$ cat src/rtl/kblb_pkg.sv
// ----------------------------------------------------------------------------
// kblb_pkg
// Shared types and constants of the keyboard line buffer with echo.
// ----------------------------------------------------------------------------
package kblb_pkg;

  // Default number of bytes the line buffer holds
  localparam int unsigned DEFAULT_DEPTH = 64;

  // Key codes with a meaning of their own
  localparam logic [7:0] KEY_TAB       = 8'd9;
  localparam logic [7:0] KEY_ENTER     = 8'd13;
  localparam logic [7:0] KEY_SPACE     = 8'd32;
  localparam logic [7:0] KEY_TILDE     = 8'd126;
  localparam logic [7:0] KEY_BACKSPACE = 8'd127;

  // Display codes used by the echo
  localparam logic [7:0] ECHO_BS     = 8'd8;
  localparam logic [7:0] ECHO_NL     = 8'd10;
  localparam logic [7:0] ECHO_CARET  = 8'd94;
  localparam logic [7:0] CTRL_OFFSET = 8'd64;

  // Action codes
  localparam logic ACT_KEY  = 1'b0;
  localparam logic ACT_READ = 1'b1;

  // Fill level field width on the result
  localparam int unsigned FILL_W = 7;

  typedef struct packed {
    logic       action;
    logic [7:0] key_byte;
  } kblb_in_t;

  typedef struct packed {
    logic [7:0]        echo_byte;
    logic              echo_valid;
    logic [7:0]        read_byte;
    logic              line_done;
    logic [FILL_W-1:0] fill_level;
    logic              last;
  } kblb_out_t;

  typedef enum logic [1:0] {
    ST_IDLE,
    ST_READ,
    ST_EMIT
  } kblb_state_e;

endpackage

$ cat src/rtl/kblb_ram.sv
// ----------------------------------------------------------------------------
// kblb_ram
// Generic simple dual-port RAM: one write port, one read port with a
// registered read.
// ----------------------------------------------------------------------------
module kblb_ram #(
  parameter int unsigned Width = 8,
  parameter int unsigned Depth = 64
) (
  input  logic                     clk_i,
  input  logic                     we_i,
  input  logic [$clog2(Depth)-1:0] waddr_i,
  input  logic [Width-1:0]         wdata_i,
  input  logic                     re_i,
  input  logic [$clog2(Depth)-1:0] raddr_i,
  output logic [Width-1:0]         rdata_o
);

  logic [Width-1:0] mem_q [Depth];
  logic [Width-1:0] rdata_q;

  // Write port
  always_ff @(posedge clk_i) begin
    if (we_i) begin
      mem_q[waddr_i] <= wdata_i;
    end
  end

  // Registered read, held when no read is issued
  always_ff @(posedge clk_i) begin
    if (re_i) begin
      rdata_q <= mem_q[raddr_i];
    end
  end

  assign rdata_o = rdata_q;

endmodule

$ cat src/rtl/kblb_echo.sv
// ----------------------------------------------------------------------------
// kblb_echo
// Echo formatter: length of the echo sequence of a key and its display
// byte at a given position.
// ----------------------------------------------------------------------------
module kblb_echo (
  input  logic [7:0] key_i,
  input  logic [1:0] idx_i,
  input  logic       enable_i,
  input  logic       full_i,
  output logic [1:0] len_o,
  output logic [7:0] char_o
);
  import kblb_pkg::*;

  logic is_plain;

  assign is_plain = (key_i == KEY_TAB) || (key_i inside {[KEY_SPACE:KEY_TILDE]});

  // Classify the key into its echo form
  always_comb begin
    len_o  = 2'd2;
    char_o = (idx_i == 2'd0) ? ECHO_CARET : key_i + CTRL_OFFSET;
    if (is_plain) begin
      len_o  = 2'd1;
      char_o = key_i;
    end else if (key_i == KEY_ENTER) begin
      len_o  = 2'd1;
      char_o = ECHO_NL;
    end else if (key_i == KEY_BACKSPACE) begin
      len_o  = 2'd3;
      char_o = (idx_i == 2'd1) ? KEY_SPACE : ECHO_BS;
    end
    // Drop the echo when it is switched off or the buffer was full
    if (full_i || !enable_i) begin
      len_o = 2'd0;
    end
  end

endmodule

$ cat src/rtl/keyboard_line_buffer_with_echo_core.sv
// ----------------------------------------------------------------------------
// keyboard_line_buffer_with_echo_core
// Console input line buffer with echo, built around one byte RAM.
// ----------------------------------------------------------------------------
// Usage:
//   Command channel: drive in_i and raise start; the transaction is taken at
//   a clock edge with start high and busy low. busy stays high until the
//   last result of that transaction has been shown.
//   Results: res_o is valid for exactly one cycle when res_strobe_o is high;
//   res_o.last marks the final result of a transaction. The receiver must
//   take every strobed result; there is no back-pressure.
//   Configuration: cfg_echo_enable_i is written when cfg_valid_i is high;
//   cfg_ready_o is always high. Write it only while busy is low.
// Transactions:
//   A read transaction issues the RAM read at the accept edge if the buffer
//   is not empty and shows its result in the next cycle. A key transaction
//   writes the RAM at the accept edge unless it is a backspace or the buffer
//   is full, and then shows one result per echo byte (one when there is no
//   echo), at most three. The echo sequencer emits one byte per cycle.
// Reset:
//   The buffer becomes empty and echo is enabled. RAM content is not
//   cleared; only written entries are ever read back.
// ----------------------------------------------------------------------------
module keyboard_line_buffer_with_echo_core #(
  parameter int unsigned BUFFER_DEPTH = kblb_pkg::DEFAULT_DEPTH
) (
  input  logic              clk_i,
  input  logic              rst_ni,
  input  logic              start,
  output logic              busy,
  input  kblb_pkg::kblb_in_t  in_i,
  output logic              res_strobe_o,
  output kblb_pkg::kblb_out_t res_o,
  input  logic              cfg_valid_i,
  output logic              cfg_ready_o,
  input  logic              cfg_echo_enable_i
);
  import kblb_pkg::*;

  localparam int unsigned AW = $clog2(BUFFER_DEPTH);
  localparam int unsigned CW = $clog2(BUFFER_DEPTH + 1);

  kblb_state_e   state_q, state_d;
  logic [AW-1:0] oldest_q, oldest_d;
  logic [CW-1:0] held_q, held_d;
  logic [7:0]    key_q, key_d;
  logic [1:0]    idx_q, idx_d;
  logic          done_q, done_d;
  logic          hit_q, hit_d;
  logic          wfull_q, wfull_d;
  logic          echo_en_q, echo_en_d;

  logic          accept;
  logic          full;
  logic          empty;
  logic          last_res;
  logic          ram_we;
  logic          ram_re;
  logic [AW:0]   wsum;
  logic [AW-1:0] waddr;
  logic [AW-1:0] oldest_inc;
  logic [7:0]    rdata;
  logic [1:0]    echo_len;
  logic [7:0]    echo_char;
  logic [CW+FILL_W-1:0] fill_ext;

  assign accept      = start && (state_q == ST_IDLE);
  assign full        = (held_q == CW'(BUFFER_DEPTH));
  assign empty       = (held_q == '0);
  assign cfg_ready_o = 1'b1;

  // Newest slot: oldest + held stays below twice the depth
  assign wsum  = (AW+1)'(oldest_q) + (AW+1)'(held_q);
  assign waddr = (wsum >= (AW+1)'(BUFFER_DEPTH)) ?
                 AW'(wsum - (AW+1)'(BUFFER_DEPTH)) : wsum[AW-1:0];

  // Wrap the oldest pointer at the depth
  assign oldest_inc = (oldest_q == AW'(BUFFER_DEPTH - 1)) ? '0 : oldest_q + 1'b1;

  // Byte store; a write and a later read of the same slot never overlap
  // since each transaction finishes its RAM access at its accept edge
  kblb_ram #(
    .Width (8),
    .Depth (BUFFER_DEPTH)
  ) u_ram (
    .clk_i   (clk_i),
    .we_i    (ram_we),
    .waddr_i (waddr),
    .wdata_i (in_i.key_byte),
    .re_i    (ram_re),
    .raddr_i (oldest_q),
    .rdata_o (rdata)
  );

  // Echo formatter on the held key
  kblb_echo u_echo (
    .key_i    (key_q),
    .idx_i    (idx_q),
    .enable_i (echo_en_q),
    .full_i   (wfull_q),
    .len_o    (echo_len),
    .char_o   (echo_char)
  );

  assign last_res = (echo_len == 2'd0) || (idx_q == echo_len - 2'd1);

  // Update pointers, count and the held transaction
  always_comb begin
    oldest_d  = oldest_q;
    held_d    = held_q;
    key_d     = key_q;
    idx_d     = idx_q;
    done_d    = done_q;
    hit_d     = hit_q;
    wfull_d   = wfull_q;
    echo_en_d = cfg_valid_i ? cfg_echo_enable_i : echo_en_q;
    ram_we    = 1'b0;
    ram_re    = 1'b0;
    if (state_q == ST_EMIT) begin
      idx_d = idx_q + 2'd1;
    end
    if (accept) begin
      if (in_i.action == ACT_READ) begin
        hit_d = !empty;
        if (!empty) begin
          ram_re   = 1'b1;
          oldest_d = oldest_inc;
          held_d   = held_q - 1'b1;
        end
      end else begin
        key_d   = in_i.key_byte;
        idx_d   = 2'd0;
        done_d  = (in_i.key_byte == KEY_ENTER);
        wfull_d = full;
        if (in_i.key_byte == KEY_BACKSPACE) begin
          if (!empty) begin
            held_d = held_q - 1'b1;
          end
        end else if (!full) begin
          ram_we = 1'b1;
          held_d = held_q + 1'b1;
        end
      end
    end
  end

  // Next state
  always_comb begin
    state_d = state_q;
    case (state_q)
      ST_IDLE: begin
        if (accept) begin
          state_d = (in_i.action == ACT_READ) ? ST_READ : ST_EMIT;
        end
      end
      ST_READ: begin
        state_d = ST_IDLE;
      end
      ST_EMIT: begin
        if (last_res) begin
          state_d = ST_IDLE;
        end
      end
      default: begin
        state_d = ST_IDLE;
      end
    endcase
  end

  assign fill_ext = {{FILL_W{1'b0}}, held_q};

  // Outputs
  always_comb begin
    busy         = 1'b1;
    res_strobe_o = 1'b0;
    res_o        = '0;
    res_o.fill_level = fill_ext[FILL_W-1:0];
    case (state_q)
      ST_IDLE: begin
        busy = 1'b0;
      end
      ST_READ: begin
        res_strobe_o    = 1'b1;
        res_o.read_byte = hit_q ? rdata : 8'd0;
        res_o.last      = 1'b1;
      end
      ST_EMIT: begin
        res_strobe_o     = 1'b1;
        res_o.echo_valid = (echo_len != 2'd0);
        res_o.echo_byte  = (echo_len != 2'd0) ? echo_char : 8'd0;
        res_o.line_done  = done_q;
        res_o.last       = last_res;
      end
      default: begin
        busy = 1'b1;
      end
    endcase
  end

  // Control registers
  always_ff @(posedge clk_i or negedge rst_ni) begin
    if (!rst_ni) begin
      state_q   <= ST_IDLE;
      oldest_q  <= '0;
      held_q    <= '0;
      echo_en_q <= 1'b1;
    end else begin
      state_q   <= state_d;
      oldest_q  <= oldest_d;
      held_q    <= held_d;
      echo_en_q <= echo_en_d;
    end
  end

  // Transaction payload registers
  always_ff @(posedge clk_i) begin
    key_q   <= key_d;
    idx_q   <= idx_d;
    done_q  <= done_d;
    hit_q   <= hit_d;
    wfull_q <= wfull_d;
  end

endmodule

$ cat config.mk
export PLATFORM = sky130hd
export DESIGN_NAME = keyboard_line_buffer_with_echo_core
export DESIGN_NICKNAME = d
export VERILOG_FILES = /design/src/rtl/kblb_pkg.sv /design/src/rtl/kblb_ram.sv /design/src/rtl/kblb_echo.sv /design/src/rtl/keyboard_line_buffer_with_echo_core.sv
export SDC_FILE = /design/constraint.sdc
export NUM_CORES = 1
export LEC_CHECK = 0
export BUFFER_PORTS_ARGS = -buffer_cell sky130_fd_sc_hd__buf_2
export CORE_ASPECT_RATIO = 0.7
export CORE_MARGIN = 10
export CORE_UTILIZATION = 60
export DETAILED_ROUTE_END_ITERATION = 10
export PLACE_DENSITY = 0.76
export SLEW_MARGIN = 20
export SYNTH_ARGS = -nofsm -noshare
export SYNTH_HDL_FRONTEND = slang
export SYNTH_SLANG_ARGS = --single-unit
$ cat constraint.sdc
create_clock -name clk_i -period 5.7 [get_ports clk_i]
set_clock_uncertainty 0.1 [all_clocks]
set_input_delay 1.71 -clock clk_i [delete_from_list [all_inputs] [get_ports clk_i]]
set_output_delay 1.71 -clock clk_i [all_outputs]
set_load 0.03 [all_outputs]
==> flow_summary.yaml <==
placed_design:
  placedCellCount: 1677
  hpwl_um: 29920
  gp_congestion: 0.8359
  io_buffer_count: 41
  pre_cts_ws_ns: 0.5343
  placed_area_mm2: 0.02333
clock_network:
  hold_buffers: 0
  cts_root_buf: "clkbuf_16"
  cts.htree.levels: 2
  path_clk_slew_ns: 0.06
  insertion_delay_ns: 0.57
  cts_max_path_buffers: 3
  cts_sinks: 549
  cts_tree: "built"
  postCtsSetupBuffers: 0
  numCtsBuffers: 47
final_layout:
  synthToLayoutAreaGrowth_pct: 12.04
  layout.cells.non_filler: 1761
  layout.nets: 1277
  fin_area_mm2: 0.02496
  final_cell_mix: "edfxtp_1 (531), mux4_2 (126), buf_4 (70), nor3_1 (61), clkbuf_16 (49)"
  final_common_cell: "edfxtp_1"
  fin_util: 0.6878
  insertedDiodeCount: 0
  drive_gt1_frac: 0.2584
synth:
  syn_nets: 1176
  avgSynthCellArea_um2: 19.45
  syn_inst: 1145
  synth.cell_area_mm2: 0.02227
  yosysWarningCount: 0
  ys_seq_elements: 549
  synth_top_flop_cell: "edfxtp_1"
  netlist-cell-type-count: 58
  ys_async_sr_fraction: 0.02914
  synth-seq-area-share: 0.7357
  synth-edff-count: 531
global_route:
  overflow: 0
  grt_pass1_vias: 11800
  grt_max_degree: 135
  antenna_found_initial: 3
  grtUsageTotal: 0.2198
  grt_pass1_wl_um: 76090
flow_run:
  maxCapViolCount: 0
floorplan:
  core-area_mm2: 0.03628
  ioPinCount: 43
  die_area_mm2: 0.04535
  die_y_um: 181.2
  num_rows: 58
  die_w_um: 250.3
  start_util: 0.6138
route:
  drt-initial-drc-count: 1463
  first_pass_iters: 5
  routedWlPerCell_um: 28.44
  drt-vias-per-instance: 6.665
  vias: 11740
  wl_um: 50090
  ant_nets: 0
  drc: 0
timing:
  timing.fmax_mhz: 183.4
  setup_ws_ns: 0.2476
  holdWs_ns: 0.4497
  finalHoldViolCount: 0
  slew_headroom: 0.2520
  period_needed_ns: 5.452
  finalMaxSlewViolations: 0
  finalSetupTns_ns: 0
  rsz0062_at_grt: "false"
  fin_crit_sh: 0.9566
  tightest_slew_ns: 1.113
  setup_viol: 0
critical_path:
  cp_max_fo: 4
  rr_startpoint: "held_q[1]"
  critPathLaunch: "key_q[7]"
  arrival_ns: 3.64
  crit_type: "register to output port"
  cp-start-kind: "register"
  worstPathRequired_ns: 3.89
  r2r_slack_ns: 1.60
  end_kind: "output port"
hold_path:
  min_from: "idx_q[1]"
  hp-class: "register to register"
pwr:
  vdd_ir_drop_max_mv: 0.4425
  power.total_mw: 11.89
  power_density_mw_per_mm2: 476.5
  p_leak_nw: 8.190
run_status:
  status: "finished clean"
## cells in the mapped netlist, types with 4 or more instances
master	instances	area (µm²)
dfrtp_1	15	375.4
o221ai_1	5	43.79
edfxtp_1	531	15950
nand2_1	26	97.59
mux2_2	6	67.56
nand4_1	4	25.02
nor2_1	22	82.58
or3_1	7	43.79
a211oi_1	28	210.2
buf_2	13	65.06
o21ai_0	16	80.08
buf_6	6	67.56
o31ai_1	4	30.03
nor2b_1	10	62.56
nor3_1	73	365.4
a21oi_1	16	80.08
nand2b_1	7	43.79
a22oi_1	6	45.04
o22ai_1	15	93.84
ha_1	16	200.2
xnor2_1	9	78.83
clkbuf_1	28	105.1
a22o_1	4	35.03
buf_1	4	15.01
and3_1	16	100.1
mux2i_1	46	460.4
inv_1	18	67.56
mux4_2	126	2838
buf_4	9	67.56
nand3_1	12	60.06
## sequential cells by signal, summed over array words and instances (netlist names)
signal	count
idx_q	2
u_ram.mem_q	512
wfull_q	1
u_ram.rdata_o	8
hit_q	1
held_q	7
oldest_q	6
state_q	2
key_q	8
done_q	1
echo_en_q	1
## kinds of logic after synthesis
kind of cell / share of synthesized area
flip-flops: 0.7357
AND/OR/NAND/NOR: 0.04421
multiplexers: 0.1511
AO/OA/AOI/OAI: 0.03657
buffers and inverters: 0.01758
adder cells (fa/ha/maj): 0.009887
XOR/XNOR: 0.004719
other: 0.0001684
## per-layer routing
| layer | share of wire | global-route usage | up-vias |
|---|---|---|---|
| met2 | 0.47 | 0.3422 | 628 |
| li1 | - | - | 4946 |
| met4 | 0.017 | 0.04303 | 2 |
| met3 | 0.097 | 0.04532 | 68 |
| met1 | 0.41 | 0.3194 | 6093 |
| met5 | 0.00016 | 0 | - |
## report_power, final
group | total (mW) | internal, mW | switching (mW)
logic | 3.79 | 1.47 | 2.32
registers | 4.80 | 4.65 | 0.149
clock network | 3.31 | 1.92 | 1.39
## layout make-up
class | instances | area, µm²
sequential | 549 | 16400
fill | 2230 | 11330
multi-input combinational | 517 | 5554
clock buffer | 55 | 1249
timing repair buffer | 112 | 750.7
tap | 480 | 600.6
clock inverter | 29 | 334.1
inverter | 19 | 71.32
## worst max-delay path: stages, from the launching register on
cell	delay, ns
edfxtp_1	0.38
inv_1	0.14
ha_1	0.18
nand2_1	0.11
o311ai_1	0.57
a31o_2	0.27
ha_1	0.24
xnor2_1	0.16
or3_1	0.36
a31oi_1	0.26
a21oi_1	0.09
a21oi_1	0.12
buf_2	0.21
## path summary, 6_finish.rpt
path,endpoint,depth (start not counted)
max,res_o[0],12
max in group asynchronous,oldest_q[0],1
min reg2reg,idx_q[1],2
min in group asynchronous,held_q[6],1
max reg2reg,u_ram.mem_q[31][4],7
min,idx_q[1],2
## repair_timing
action                                 4_1_cts  5_1_grt
setup endpoints to repair                    0        1
gates resized for setup                      0        2
endpoints found under the hold margin        0        0
No activity file was read; power rests on OpenSTA's default activity.
